## config.mk

```make
export PLATFORM = sky130hd
export DESIGN_NAME = sector_cache_clock_controller_unit
export DESIGN_NICKNAME = d
export VERILOG_FILES = /design/src/hw/rtl/scc_pkg.sv /design/src/hw/rtl/scc_ram.sv /design/src/hw/rtl/scc_outq.sv /design/src/hw/rtl/scc_ctrl.sv /design/src/hw/rtl/sector_cache_clock_controller_unit.sv
export SDC_FILE = /design/constraint.sdc
export NUM_CORES = 2
export LEC_CHECK = 0
export BUFFER_PORTS_ARGS = -buffer_cell sky130_fd_sc_hd__buf_2
export CAP_MARGIN = 20
export CORE_MARGIN = 1.5
export CORE_UTILIZATION = 55
export DETAILED_ROUTE_END_ITERATION = 10
export HOLD_SLACK_MARGIN = 0.03
export PLACE_DENSITY_LB_ADDON = 0.08
export SYNTH_ARGS = -nofsm -noshare
export SYNTH_HDL_FRONTEND = slang
export SYNTH_SLANG_ARGS = --single-unit
```

## constraint.sdc

```tcl
create_clock -name i_clk -period 13.06 [get_ports i_clk]
set_clock_uncertainty 0.2 [all_clocks]
set_input_delay 2.612 -clock i_clk [delete_from_list [all_inputs] [get_ports i_clk]]
set_output_delay 2.612 -clock i_clk [all_outputs]
set_load 0.02 [all_outputs]
```

## src/hw/rtl/scc_pkg.sv

```systemverilog
package scc_pkg;

    localparam int SLOTS_DEF      = 32;
    localparam int READ_AHEAD_DEF = 1;

    // request codes
    localparam logic [1:0] ACT_READ   = 2'd0;
    localparam logic [1:0] ACT_WRITE  = 2'd1;
    localparam logic [1:0] ACT_FLUSH  = 2'd2;
    localparam logic [1:0] ACT_UNUSED = 2'd3;

    // result codes
    localparam logic [1:0] K_FILL      = 2'd0;
    localparam logic [1:0] K_WRITEBACK = 2'd1;
    localparam logic [1:0] K_ACCESS    = 2'd2;
    localparam logic [1:0] K_FLUSHED   = 2'd3;

    // configuration register indexes
    localparam logic REG_DEVICE_SECTORS = 1'b0;

    typedef struct packed {
        logic [1:0]  action;
        logic [31:0] sector;
    } t_req;

    typedef struct packed {
        logic [1:0]  kind;
        logic [31:0] target_sector;
        logic [5:0]  slot;
        logic        was_hit;
        logic        last;
    } t_rsp;

    // sequencer to output stage
    typedef struct packed {
        logic valid;
        logic fin;
        t_rsp rsp;
    } t_push;

    // output stage to sequencer
    typedef struct packed {
        logic can_push;
        logic pend_empty;
    } t_oq_stat;

    typedef enum logic [3:0] {
        S_IDLE,
        S_LOOK,
        S_SWEEP,
        S_VWB,
        S_FILL,
        S_USE,
        S_FL_SCAN,
        S_FL_WB,
        S_FIN
    } t_state;

endpackage

```

## src/hw/rtl/scc_ram.sv

```systemverilog
module scc_ram #(
    parameter int WIDTH = 32,
    parameter int DEPTH = 32
) (
    input  logic                     i_clk,
    input  logic                     i_we,
    input  logic [$clog2(DEPTH)-1:0] i_waddr,
    input  logic [WIDTH-1:0]         i_wdata,
    input  logic                     i_re,
    input  logic [$clog2(DEPTH)-1:0] i_raddr,
    output logic [WIDTH-1:0]         o_rdata
);

    logic [WIDTH-1:0] r_mem [DEPTH];
    logic [WIDTH-1:0] r_rdata;

    // write port, registered read port
    always_ff @(posedge i_clk) begin
        if (i_we) begin
            r_mem[i_waddr] <= i_wdata;
        end
        if (i_re) begin
            r_rdata <= r_mem[i_raddr];
        end
    end

    assign o_rdata = r_rdata;

endmodule

```

## src/hw/rtl/scc_outq.sv

```systemverilog
module scc_outq (
    input  logic              i_clk,
    input  logic              i_rst_n,
    input  scc_pkg::t_push    i_push,
    output scc_pkg::t_oq_stat o_stat,
    output logic              o_valid,
    input  logic              i_ready,
    output scc_pkg::t_rsp     o_data
);

    logic          r_out_v, n_out_v;
    logic          r_pend_v, n_pend_v;
    scc_pkg::t_rsp r_out, n_out;
    scc_pkg::t_rsp r_pend, n_pend;
    logic          out_free;

    assign out_free          = !r_out_v || i_ready;
    assign o_stat.can_push   = !r_pend_v || out_free;
    assign o_stat.pend_empty = !r_pend_v;

    // hold one result back until it is known whether it ends the request
    always_comb begin
        n_out_v  = r_out_v;
        n_pend_v = r_pend_v;
        n_out    = r_out;
        n_pend   = r_pend;
        if (r_out_v && i_ready) begin
            n_out_v = 1'b0;
        end
        if (i_push.valid) begin
            if (r_pend_v) begin
                n_out      = r_pend;
                n_out.last = 1'b0;
                n_out_v    = 1'b1;
            end
            n_pend   = i_push.rsp;
            n_pend_v = 1'b1;
        end else if (i_push.fin && r_pend_v && out_free) begin
            n_out      = r_pend;
            n_out.last = 1'b1;
            n_out_v    = 1'b1;
            n_pend_v   = 1'b0;
        end
    end

    always_ff @(posedge i_clk) begin
        if (!i_rst_n) begin
            r_out_v  <= 1'b0;
            r_pend_v <= 1'b0;
        end else begin
            r_out_v  <= n_out_v;
            r_pend_v <= n_pend_v;
        end
        r_out  <= n_out;
        r_pend <= n_pend;
    end

    assign o_valid = r_out_v;
    assign o_data  = r_out;

    // never push over a held result that cannot move on
    a_no_overwrite: assert property (@(posedge i_clk) disable iff (!i_rst_n)
        i_push.valid && r_pend_v |-> out_free)
        else $error("result pushed while output full");

    // the last result of a request leaves only on finish
    a_last_on_fin: assert property (@(posedge i_clk) disable iff (!i_rst_n)
        i_push.fin && r_pend_v && out_free && !i_push.valid |=> r_out_v && r_out.last)
        else $error("final result not marked last");

endmodule

```

## src/hw/rtl/scc_ctrl.sv

```systemverilog
module scc_ctrl #(
    parameter int SLOTS      = scc_pkg::SLOTS_DEF,
    parameter int READ_AHEAD = scc_pkg::READ_AHEAD_DEF
) (
    input  logic              i_clk,
    input  logic              i_rst_n,
    input  logic [31:0]       i_dev,
    input  logic              i_valid,
    output logic              o_ready,
    input  scc_pkg::t_req     i_req,
    output scc_pkg::t_push    o_push,
    input  scc_pkg::t_oq_stat i_stat
);

    localparam int SW = $clog2(SLOTS);
    localparam int CW = $clog2(SLOTS + 1);
    localparam int AW = $clog2(READ_AHEAD + 2);

    scc_pkg::t_state r_state, n_state;
    logic [1:0]      r_act, n_act;
    logic [31:0]     r_sec, n_sec;
    logic [31:0]     r_cur, n_cur;
    logic [AW-1:0]   r_ahead, n_ahead;
    logic [CW-1:0]   r_idx, n_idx;
    logic            r_cmp_v, n_cmp_v;
    logic [SW-1:0]   r_cmp_idx, n_cmp_idx;
    logic [SW-1:0]   r_slot, n_slot;
    logic            r_hit, n_hit;
    logic [CW-1:0]   r_filled, n_filled;
    logic [SW-1:0]   r_hand, n_hand;
    logic [SLOTS-1:0] r_dirty, n_dirty;
    logic [SLOTS-1:0] r_acc, n_acc;

    logic          ram_we, ram_re;
    logic [SW-1:0] ram_waddr, ram_raddr;
    logic [31:0]   ram_rdata;
    logic [SW-1:0] hand_next;
    logic [32:0]   nx;

    scc_ram #(.WIDTH(32), .DEPTH(SLOTS)) u_tags (
        .i_clk   (i_clk),
        .i_we    (ram_we),
        .i_waddr (ram_waddr),
        .i_wdata (r_cur),
        .i_re    (ram_re),
        .i_raddr (ram_raddr),
        .o_rdata (ram_rdata)
    );

    assign hand_next = (r_hand == SW'(SLOTS - 1)) ? '0 : r_hand + 1'b1;
    assign nx        = {1'b0, r_sec} + 33'(r_ahead) + 33'd1;

    // sequencer: lookup, sweep, victim writeback, fill, access, read-ahead, flush
    always_comb begin
        n_state   = r_state;
        n_act     = r_act;
        n_sec     = r_sec;
        n_cur     = r_cur;
        n_ahead   = r_ahead;
        n_idx     = r_idx;
        n_cmp_v   = r_cmp_v;
        n_cmp_idx = r_cmp_idx;
        n_slot    = r_slot;
        n_hit     = r_hit;
        n_filled  = r_filled;
        n_hand    = r_hand;
        n_dirty   = r_dirty;
        n_acc     = r_acc;
        ram_we    = 1'b0;
        ram_waddr = r_slot;
        ram_re    = 1'b0;
        ram_raddr = r_idx[SW-1:0];
        o_ready   = 1'b0;
        o_push    = '0;
        unique case (r_state)
            scc_pkg::S_IDLE: begin
                o_ready = 1'b1;
                if (i_valid) begin
                    n_act   = i_req.action;
                    n_sec   = i_req.sector;
                    n_cur   = i_req.sector;
                    n_ahead = '0;
                    n_idx   = '0;
                    n_cmp_v = 1'b0;
                    unique case (i_req.action) inside
                        scc_pkg::ACT_READ, scc_pkg::ACT_WRITE: n_state = scc_pkg::S_LOOK;
                        scc_pkg::ACT_FLUSH:                    n_state = scc_pkg::S_FL_SCAN;
                        default:                               n_state = scc_pkg::S_IDLE;
                    endcase
                end
            end
            scc_pkg::S_LOOK: begin
                // one tag read per cycle, compared the cycle after
                if (r_cmp_v && ram_rdata == r_cur) begin
                    n_slot  = r_cmp_idx;
                    n_hit   = 1'b1;
                    n_state = scc_pkg::S_USE;
                end else if (r_idx < r_filled) begin
                    ram_re    = 1'b1;
                    ram_raddr = r_idx[SW-1:0];
                    n_cmp_idx = r_idx[SW-1:0];
                    n_cmp_v   = 1'b1;
                    n_idx     = r_idx + 1'b1;
                end else begin
                    n_hit = 1'b0;
                    if (r_filled < CW'(SLOTS)) begin
                        n_slot   = r_filled[SW-1:0];
                        n_filled = r_filled + 1'b1;
                        n_state  = scc_pkg::S_FILL;
                    end else begin
                        n_state = scc_pkg::S_SWEEP;
                    end
                end
            end
            scc_pkg::S_SWEEP: begin
                // clear marks until an unmarked slot comes under the hand
                n_hand = hand_next;
                if (r_acc[r_hand]) begin
                    n_acc[r_hand] = 1'b0;
                end else begin
                    n_slot = r_hand;
                    if (r_dirty[r_hand]) begin
                        ram_re    = 1'b1;
                        ram_raddr = r_hand;
                        n_state   = scc_pkg::S_VWB;
                    end else begin
                        n_state = scc_pkg::S_FILL;
                    end
                end
            end
            scc_pkg::S_VWB: begin
                if (i_stat.can_push) begin
                    o_push.valid             = 1'b1;
                    o_push.rsp.kind          = scc_pkg::K_WRITEBACK;
                    o_push.rsp.target_sector = ram_rdata;
                    o_push.rsp.slot          = 6'(r_slot);
                    n_state                  = scc_pkg::S_FILL;
                end
            end
            scc_pkg::S_FILL: begin
                if (i_stat.can_push) begin
                    o_push.valid             = 1'b1;
                    o_push.rsp.kind          = scc_pkg::K_FILL;
                    o_push.rsp.target_sector = r_cur;
                    o_push.rsp.slot          = 6'(r_slot);
                    ram_we                   = 1'b1;
                    ram_waddr                = r_slot;
                    n_dirty[r_slot]          = 1'b0;
                    n_state                  = scc_pkg::S_USE;
                end
            end
            scc_pkg::S_USE: begin
                n_acc[r_slot] = 1'b1;
                if (r_ahead == '0) begin
                    if (r_act == scc_pkg::ACT_WRITE) begin
                        n_dirty[r_slot] = 1'b1;
                    end
                    if (i_stat.can_push) begin
                        o_push.valid             = 1'b1;
                        o_push.rsp.kind          = scc_pkg::K_ACCESS;
                        o_push.rsp.target_sector = r_sec;
                        o_push.rsp.slot          = 6'(r_slot);
                        o_push.rsp.was_hit       = r_hit;
                    end
                end
                if (r_ahead != '0 || i_stat.can_push) begin
                    // advance to the next read-ahead sector or finish
                    if (r_act == scc_pkg::ACT_READ && r_ahead < AW'(READ_AHEAD)
                            && nx < {1'b0, i_dev}) begin
                        n_cur   = nx[31:0];
                        n_ahead = r_ahead + 1'b1;
                        n_idx   = '0;
                        n_cmp_v = 1'b0;
                        n_state = scc_pkg::S_LOOK;
                    end else begin
                        n_state = scc_pkg::S_FIN;
                    end
                end
            end
            scc_pkg::S_FL_SCAN: begin
                if (r_idx < r_filled) begin
                    if (r_dirty[r_idx[SW-1:0]]) begin
                        ram_re    = 1'b1;
                        ram_raddr = r_idx[SW-1:0];
                        n_state   = scc_pkg::S_FL_WB;
                    end else begin
                        n_idx = r_idx + 1'b1;
                    end
                end else if (i_stat.can_push) begin
                    o_push.valid    = 1'b1;
                    o_push.rsp.kind = scc_pkg::K_FLUSHED;
                    n_state         = scc_pkg::S_FIN;
                end
            end
            scc_pkg::S_FL_WB: begin
                if (i_stat.can_push) begin
                    o_push.valid              = 1'b1;
                    o_push.rsp.kind           = scc_pkg::K_WRITEBACK;
                    o_push.rsp.target_sector  = ram_rdata;
                    o_push.rsp.slot           = 6'(r_idx[SW-1:0]);
                    n_dirty[r_idx[SW-1:0]]    = 1'b0;
                    n_idx                     = r_idx + 1'b1;
                    n_state                   = scc_pkg::S_FL_SCAN;
                end
            end
            scc_pkg::S_FIN: begin
                o_push.fin = 1'b1;
                if (i_stat.pend_empty) begin
                    n_state = scc_pkg::S_IDLE;
                end
            end
            default: n_state = scc_pkg::S_IDLE;
        endcase
    end

    always_ff @(posedge i_clk) begin
        if (!i_rst_n) begin
            r_state  <= scc_pkg::S_IDLE;
            r_filled <= '0;
            r_hand   <= '0;
            r_dirty  <= '0;
            r_acc    <= '0;
            r_cmp_v  <= 1'b0;
        end else begin
            r_state  <= n_state;
            r_filled <= n_filled;
            r_hand   <= n_hand;
            r_dirty  <= n_dirty;
            r_acc    <= n_acc;
            r_cmp_v  <= n_cmp_v;
        end
        r_act     <= n_act;
        r_sec     <= n_sec;
        r_cur     <= n_cur;
        r_ahead   <= n_ahead;
        r_idx     <= n_idx;
        r_cmp_idx <= n_cmp_idx;
        r_slot    <= n_slot;
        r_hit     <= n_hit;
    end

    a_filled_range: assert property (@(posedge i_clk) disable iff (!i_rst_n)
        r_filled <= CW'(SLOTS))
        else $error("fill count beyond slot count");

    a_hand_range: assert property (@(posedge i_clk) disable iff (!i_rst_n)
        {1'b0, r_hand} < (SW+1)'(SLOTS))
        else $error("clock hand out of ring");

    a_dirty_filled: assert property (@(posedge i_clk) disable iff (!i_rst_n)
        r_state == scc_pkg::S_FL_WB |-> r_idx < r_filled)
        else $error("flush writeback of unfilled slot");

    a_idle_drained: assert property (@(posedge i_clk) disable iff (!i_rst_n)
        r_state == scc_pkg::S_IDLE |-> i_stat.pend_empty)
        else $error("result held back while idle");

endmodule

```

## src/hw/rtl/sector_cache_clock_controller_unit.sv

```systemverilog
// Sector cache tag and replacement controller. Each request is taken one
// at a time and the input stays not-ready until its last result has left the
// held-back stage. Tag lookup reads one tag per cycle from the tag RAM and
// compares it against the filled slots; on a full cache the clock hand sweeps
// for a victim, and each read-ahead sector gets its own lookup. A flush scans
// the filled slots and writes back each dirty one. device_sectors sits at byte
// address 0 of the APB port. The tag RAM is not cleared: only filled slots
// are read.
module sector_cache_clock_controller_unit #(
    parameter int SLOTS      = scc_pkg::SLOTS_DEF,
    parameter int READ_AHEAD = scc_pkg::READ_AHEAD_DEF
) (
    input  logic          i_clk,
    input  logic          i_rst_n,
    input  logic          i_in_valid,
    output logic          o_in_ready,
    input  scc_pkg::t_req i_in_data,
    output logic          o_out_valid,
    input  logic          i_out_ready,
    output scc_pkg::t_rsp o_out_data,
    input  logic          psel,
    input  logic          penable,
    input  logic          pwrite,
    input  logic [2:0]    paddr,
    input  logic [31:0]   pwdata,
    output logic [31:0]   prdata,
    output logic          pready
);

    logic              dev_sel;
    logic [31:0]       r_dev_sectors;
    scc_pkg::t_push    push;
    scc_pkg::t_oq_stat stat;

    assign pready = 1'b1;

    // configuration register write
    always_ff @(posedge i_clk) begin
        if (!i_rst_n) begin
            r_dev_sectors <= '0;
        end else if (psel && penable && pwrite && dev_sel) begin
            r_dev_sectors <= pwdata;
        end
    end

    assign dev_sel = (paddr[2] == scc_pkg::REG_DEVICE_SECTORS) && (paddr[1:0] == 2'b00);
    assign prdata  = dev_sel ? r_dev_sectors : '0;

    scc_ctrl #(.SLOTS(SLOTS), .READ_AHEAD(READ_AHEAD)) u_ctrl (
        .i_clk   (i_clk),
        .i_rst_n (i_rst_n),
        .i_dev   (r_dev_sectors),
        .i_valid (i_in_valid),
        .o_ready (o_in_ready),
        .i_req   (i_in_data),
        .o_push  (push),
        .i_stat  (stat)
    );

    scc_outq u_outq (
        .i_clk   (i_clk),
        .i_rst_n (i_rst_n),
        .i_push  (push),
        .o_stat  (stat),
        .o_valid (o_out_valid),
        .i_ready (i_out_ready),
        .o_data  (o_out_data)
    );

endmodule

```

### Yosys cells after proc, flatten, opt, wreduce, memory -nomap -nowiden

Memories as Yosys holds them, arrays and structs flattened. A register that Yosys moved wholly into a read port is not among the register bits.
Cells that the tools add are included.

| word-level totals | value |
|---|---|
| bits in registers | 282 |
| bits in writable memories | 1024 |
| input port bits | 76 |
| memories | 1 |

| cells by class | value |
|---|---|
| $add $sub $neg | 6 |
| order comparisons | 10 |
| eq/ne operators | 34 |
| multiplexer cells | 104 |
| bitwise logic cells | 11 |
| reductions and logical operators | 46 |

Memory list:

| name | depth | width | read ports | clocked after Yosys merged registers in | wr ports | line | RTL |
|---|---|---|---|---|---|---|---|
| u_ctrl.u_tags.r_mem | 32 | 32 | 1 | 1 | 1 | scc_ram.sv:14 | `logic [WIDTH-1:0] r_mem [DEPTH];` |

Operator list:

| cell | number |
|---|---|
| two-way mux 32 bit | 9 |
| case mux 38 bit (4 select lines) | 1 |
| case mux 32 bit (2 select lines) | 2 |
| two-way mux 42 bit | 3 |
| bitwise AND 32 bit | 3 |
| inverter 32 bit | 3 |
| case mux 32 bit (3 select lines) | 1 |
| two-way mux 41 bit | 2 |
| two-way mux 39 bit | 2 |
| bitwise OR 32 bit | 2 |
| two-way mux 4 bit | 13 |
| two-way mux 6 bit | 8 |
| two-way mux 5 bit | 8 |
| two-way mux 38 bit | 1 |
| case mux 4 bit (9 select lines) | 1 |
| adder 32 x 2 -> 33 bit | 1 |
| adder 33 x 1 -> 33 bit (second input constant) | 1 |
| < comparator 33 x 32 -> 1 bit | 1 |
| equality test 32 bit | 1 |
| two-way mux 1 bit | 32 |
| case mux 6 bit (5 select lines) | 1 |
| inequality test 2 x 1 -> 1 bit (second input constant) | 12 |
| < comparator 5 x 6 -> 1 bit (second input constant) | 3 |
| equality test 4 x 3 -> 1 bit (second input constant) | 4 |
| 44 further kinds | 96 |

### Logic depth before layout (Yosys ltp)

| depth | value |
|---|---|
| word-level depth | 8 |
| gate-level depth with buffers | 20 |
| mapped depth without buffers | 20 |

### Modules after synthesis

From an unflattened synthesis, not the netlist that was laid out.

| unflattened totals | value |
|---|---|
| cell total of the unflattened synthesis | 3737 |
| area total of the unflattened synthesis | 55766.0 um^2 |

By module, submodules not included:

| module | times used | cells each | area an instance (um^2) | sequential area each (um^2) |
|---|---|---|---|---|
| scc_ram | 1 | 2260 | 40805.4 | 31710.4 |
| scc_ctrl | 1 | 1203 | 10816.6 | 4154.0 |
| scc_outq | 1 | 96 | 2592.5 | 2532.4 |
| sector_cache_clock_controller_unit | 1 | 178 | 1551.5 | 640.6 |

### Worst setup path after synthesis

OpenSTA, ideal clock, no wires.

| timing | value |
|---|---|
| path kind | reg2reg |
| from | register u_ctrl.r_ahead[0] |
| to | register u_ctrl.r_ahead[0] (enable) |
| library setup time | 479 ps |
| arrival | 6102 ps |
| slack | 6279 ps |
| stages on the path, launching flop included | 17 |
| buffers on the path | 0 |
| period minus slack after synthesis | 6781 ps |
| cells stage by stage | edfxtp_1 inv_1 ha_1 fa_1 nor3_1 and3_1 nand2_1 nor2_1 xor2_1 ha_1 a21o_1 a21oi_1 nor2b_1 a211o_1 nor3_1 o211ai_1 o31ai_1 |

| on the way | value |
|---|---|
| cells in the longest elaborated chain, start to end | 6 |
| elaborated cells between the ends (all ways) | 11 |
| classes of those cells | add/sub (2); order compare (2); eq/ne (2); reduce/logical (5) |

RTL lines:

| what | line | RTL |
|---|---|---|
| start, declared | scc_ctrl.sv:23 | `logic [AW-1:0] r_ahead, n_ahead;` |
| start signal, assigned | scc_ctrl.sv:235 | `r_ahead <= n_ahead;` |
| adder 32 x 2 -> 33 bit | scc_ctrl.sv:51 | `assign nx = {1'b0, r_sec} + 33'(r_ahead) + 33'd1;` |
| adder 33 x 1 -> 33 bit | scc_ctrl.sv:51 |  |
| < comparator 33 x 32 -> 1 bit | scc_ctrl.sv:169 | `&& nx < {1'b0, i_dev}) begin` |
| logical AND 1 bit | scc_ctrl.sv:169 |  |
| inequality test 2 x 1 -> 1 bit (no source line) | n/a |  |
| AND reduction 4 bit (no source line) (*) | n/a |  |

Mark *: on every way between the ends. The rest lies on a longest branch, timed or not.
A chain may end at the register's enable or synchronous reset.

### Final worst setup path

| timing | value |
|---|---|
| from | register u_ctrl.r_hand[1] |
| to | register u_ctrl.u_tags.r_rdata[21], in the netlist u_ctrl.u_tags.o_rdata[21] (read register of u_ctrl.u_tags.r_mem), data pin |

| on the way | value |
|---|---|
| cells in the longest elaborated chain, start to end | 5 |
| elaborated cells between the ends (all ways) | 10 |
| classes of those cells | mux (10) |

RTL lines:

| what | line | RTL |
|---|---|---|
| start, declared | scc_ctrl.sv:30 | `logic [SW-1:0] r_hand, n_hand;` |
| start signal, assigned | scc_ctrl.sv:227 | `r_hand <= n_hand;` |
| binary-select mux 1 bit (select 5 bit) | scc_ctrl.sv:122 | `if (r_dirty[r_hand]) begin` |
| two-way mux 1 bit (not written as such) | scc_ctrl.sv:122 |  |
| two-way mux 1 bit / two-way mux 5 bit (equally long branches) | scc_ctrl.sv:122 |  |
| two-way mux 1 bit / two-way mux 5 bit (equally long branches) | scc_ctrl.sv:118 | `if (r_acc[r_hand]) begin` |
| case mux 1 bit (3 select lines) / two-way mux 5 bit (equally long branches) | n/a |  |
| end, declared | scc_ram.sv:15 | `logic [WIDTH-1:0] r_rdata;` |

Several ways; a longest one is shown, not always the timed one. The select of a mux whose other input is x is not followed.

==> flow_metrics.env <==
export IMPL_status="finished, final reports clean"
export IMPL_area_delta_synth_final_pct=12.5
export IMPL_vdd_ir_drop_worst_v=0.000160
export IMPL_clk_pin_slew_worst_paths_ns=0.06
export IMPL_holdBufCountCts=0
export IMPL_fin_crit_ns=6.90
export IMPL_coreArea_um2=102000
export IMPL_synth_top_cell_area_share_pct=64.9
export IMPL_cts_root_buffer_cell="clkbuf_16"
export IMPL_synth_cell_area_um2=56500
export IMPL_synth_area_leaders="edfxtp_1, dfxtp_1, a21boi_0"
export IMPL_htreeDepth=4
export IMPL_r2r_startpoint="u_ctrl.r_hand[1]$_SDFFE_PN0P_"
export IMPL_wl_um=174000
export IMPL_required_time_worst_endpoint_ns=13.48
export IMPL_synth_sequential_area_ratio_pct=69.0
export IMPL_max_freq_mhz=145
export IMPL_cts_repair_resized=0
export IMPL_detail_route_iter0_violations=5225
export IMPL_drive_above_1_share_pct=14.2
export IMPL_tritoncts="built"
export IMPL_cp_data_arrival_time_ns=7.32
export IMPL_rr_worst_depth=13
export IMPL_grt_start_max_net_pins=203
export IMPL_worstSetupPathType="reg -> reg"
export IMPL_fp_row_count=117
export IMPL_yosys_warnings=0
export IMPL_fp_dieW_um=324
export IMPL_floorplan_initialDensity_pct=55.5
export IMPL_cap_viol_max_count=0
export IMPL_min_delay_worst_endpoint="u_outq.o_data[23]$_DFFE_PP_"
export IMPL_die_area_um2=105000
export IMPL_worst_setup_path_end_kind="register"
export IMPL_cts_sinks=1336
export IMPL_postLayoutCellArea_um2=63600
export IMPL_fin_nets=4242
export IMPL_worstHoldStart="u_outq.r_pend[23]$_DFFE_PP_"
export IMPL_synth_lib_cells_used_distinct=85
export IMPL_first_global_vias=34700
export IMPL_grt_antenna_before_repair=8
export IMPL_timing_slew_headroom_pct=20.8
export IMPL_cts_buffer_depth=3
export IMPL_first_pass_grt_wire_length_um=247000
export IMPL_crit_path_frequent_cell="buf_4"
export IMPL_grt_use_total_pct=33.1
export IMPL_worst_skew_pair_late_latency_ns=0.77
export IMPL_dpl_instance_area_um2=59100
export IMPL_cellPowerDensity_nw_per_um2=190
export IMPL_critPathMaxStageDelay_ns=0.81
export IMPL_number_of_flip_flops_and_latches_in_the_synthesized_netlist=1336
export IMPL_final_min_period_over_clock_period_pct=52.9
export IMPL_hold_path_cell_count=0
export IMPL_gp_congestion=0.911
export IMPL_crit_reg2reg_capture="u_ctrl.u_tags.o_rdata[21]$_DFFE_PP_"
export IMPL_synth_top_cell_by_area="edfxtp_1"
export IMPL_boundaryPins=153
export IMPL_crit_chain="buf_4 -> mux4_2 -> and3_1 -> o21ai_4 -> nand4_4 -> o21ai_4 -> and2_4 -> buf_4 -> buf_4 -> mux2i_1 -> a2111oi_0 -> buf_4 -> and4b_1"
export IMPL_cts_post_setup_buffers_inserted=0
export IMPL_critical_path_peak_fanout=70
export IMPL_reg2reg_setup_slack_ns=6.16
export IMPL_fin_setup_tns_ns=0
export IMPL_drt_antenna_violating_nets=0
export IMPL_worst_path_max_delay_cell="buf_4"
export IMPL_drc_violations=0
export IMPL_number_of_setup_violations_in_the_final_report=0
export IMPL_global_route_overflow_total=0
export IMPL_synth_fp_nets=4127
export IMPL_critPathLaunchType="register"
export IMPL_synth_main_ff_cell="edfxtp_1"
export IMPL_worstMarginPinSlew_ns=1.19
export IMPL_cellLeakagePower_uw=0.0210
export IMPL_post_synth_cell_area_avg_um2=14.1
export IMPL_buffer_ports_inserted=150
export IMPL_route_detailed_vias_per_inst=6.61
export IMPL_num_vias=37000
export IMPL_dieHeight_um=324
export IMPL_dr_pass1_iters=9
export IMPL_synth_edf_count=1222
export IMPL_setup_slack_ns=6.16
export IMPL_finalHoldViolCount=0
export IMPL_dpl_worst_slack_ns=6.32
export IMPL_hold_path_class="reg -> reg"
export IMPL_drt_wirelength_per_cell_um=31.0
export IMPL_number_of_cells_produced_by_synthesis=4001
export IMPL_rsz_0062_raised_after_global_routing="false"
export IMPL_slew_violations=0
export IMPL_async_s_r_ff_share_synth_pct=0
export IMPL_numCtsBuffers=139
export IMPL_detailed_place_hpwl_um=92800
-- kinds of logic (layout without fill, tap and decap cells) --
group,after synthesis,after routing,synth area share (%)
fa+ha+maj,50,50,1.12
xor+xnor,70,70,1.09
other cells,2,3,0.0133
buf+inv,481,703,3.59
flops,1336,1336,69.0
compound gates,1124,1124,14.8
mux,188,188,3.67
simple gates,750,750,6.74
-- metrics by stage --
step           total power (uW)  hold WS, ns  cells  util (%)
4_1_cts                   12100        0.219   5587      62.3
3_5_place_dp               8230        0.205   5339      58.0
3_3_place_gp               8190        0.201   5336      57.9
6_report                  12100        0.217   5592      62.4
5_1_grt                   12500        0.219   5592      62.4
2_1_floorplan              7140        0.200   4001         -
-- critical path, delay by kind of cell (launching register included) --
family,cells,cell delay (ns)
buf+inv,4,2.28
simple gates,4,1.37
compound gates,3,1.23
mux,2,0.75
flops,1,0.73
-- routing by layer --
layer / share of wire [%] / track usage [%] / vias up / wire [um]
met5: 0.0075 / 0 / - / 13
met4: 3.8 / 13.3 / 2 / 6570
met3: 11 / 5.78 / 358 / 18300
met2: 45 / 50.2 / 2131 / 78200
met1: 41 / 47.9 / 18600 / 70400
li1: - / - / 15900 / -
-- power breakdown --
group	total, uW	leakage, uW	internal (uW)	switching [uW]
registers	5390	0.0120	5180	209
logic	2820	0.00688	799	2020
clock network	3880	0.00214	2210	1670
-- how the worst max path moves through the flow --
stage	start	to	slack (ns)	depth (start not counted)
2_1_floorplan	u_ctrl.r_ahead[0]$_SDFFCE_PN0P_	u_ctrl.r_ahead[0]$_SDFFCE_PN0P_	6.28	16
3_3_place_gp	u_ctrl.r_hand[1]$_SDFFE_PN0P_	u_ctrl.u_tags.o_rdata[14]$_DFFE_PP_	6.59	12
3_5_place_dp	u_ctrl.r_hand[2]$_SDFFE_PN0P_	u_ctrl.u_tags.o_rdata[21]$_DFFE_PP_	6.32	12
4_1_cts	u_ctrl.r_hand[1]$_SDFFE_PN0P_	u_ctrl.u_tags.o_rdata[21]$_DFFE_PP_	6.25	13
5_1_grt	u_ctrl.r_hand[1]$_SDFFE_PN0P_	u_ctrl.u_tags.o_rdata[21]$_DFFE_PP_	5.80	13
6_report	u_ctrl.r_hand[1]$_SDFFE_PN0P_	u_ctrl.u_tags.o_rdata[21]$_DFFE_PP_	6.16	13
-- layout by cell type (no fill, tap or decap), drive strengths merged, types with 114 or more instances in the layout --
cell type and count:
edfxtp 1222, nor2 127, dfxtp 114, mux2i 139
nand3 126, nand2 231, buf 271, a211oi 293
a21boi 295, clkbuf 173, inv 192
-- layout make-up --
class                   instances  area (um^2)
diodes                          1         2.50
clock buffers                 173         3690
inverters                     184          691
repair buffers                271         1780
fillers                      7760        38300
flip-flops and latches       1336        39000
well taps                    1368         1710
clock inverters                75          717
multi-input cells            2184        16000
-- sequential cells by signal (all words and copies together) (netlist names), 32 cells and up --
register / cells
u_outq.o_data: 41
u_outq.r_pend: 40
u_ctrl.r_dirty: 32
u_ctrl.u_tags.r_mem: 1024
u_ctrl.r_sec: 32
u_ctrl.r_acc: 32
u_ctrl.u_tags.o_rdata: 32
u_ctrl.r_cur: 32
r_dev_sectors: 32
-- cells in the mapped netlist (all sizes together), types with 13 or more instances --
cell type  instances
ha                49
a211oi           293
a21oi            113
nand2b            13
edfxtp          1222
a31oi             25
nor3              65
o21ai             65
a21o              14
o221a             15
dfxtp            114
xor2              35
and2              45
o211ai            85
and4b             27
mux2              38
inv              184
a222oi            32
and3              23
xnor2             35
buf               79
clkbuf           218
nand2            231
a2111oi          102
a21boi           295
mux2i            139
o2111ai           28
nand3            126
nand4             13
nor2             127
Note: power is estimated with default switching activity, not from simulation.
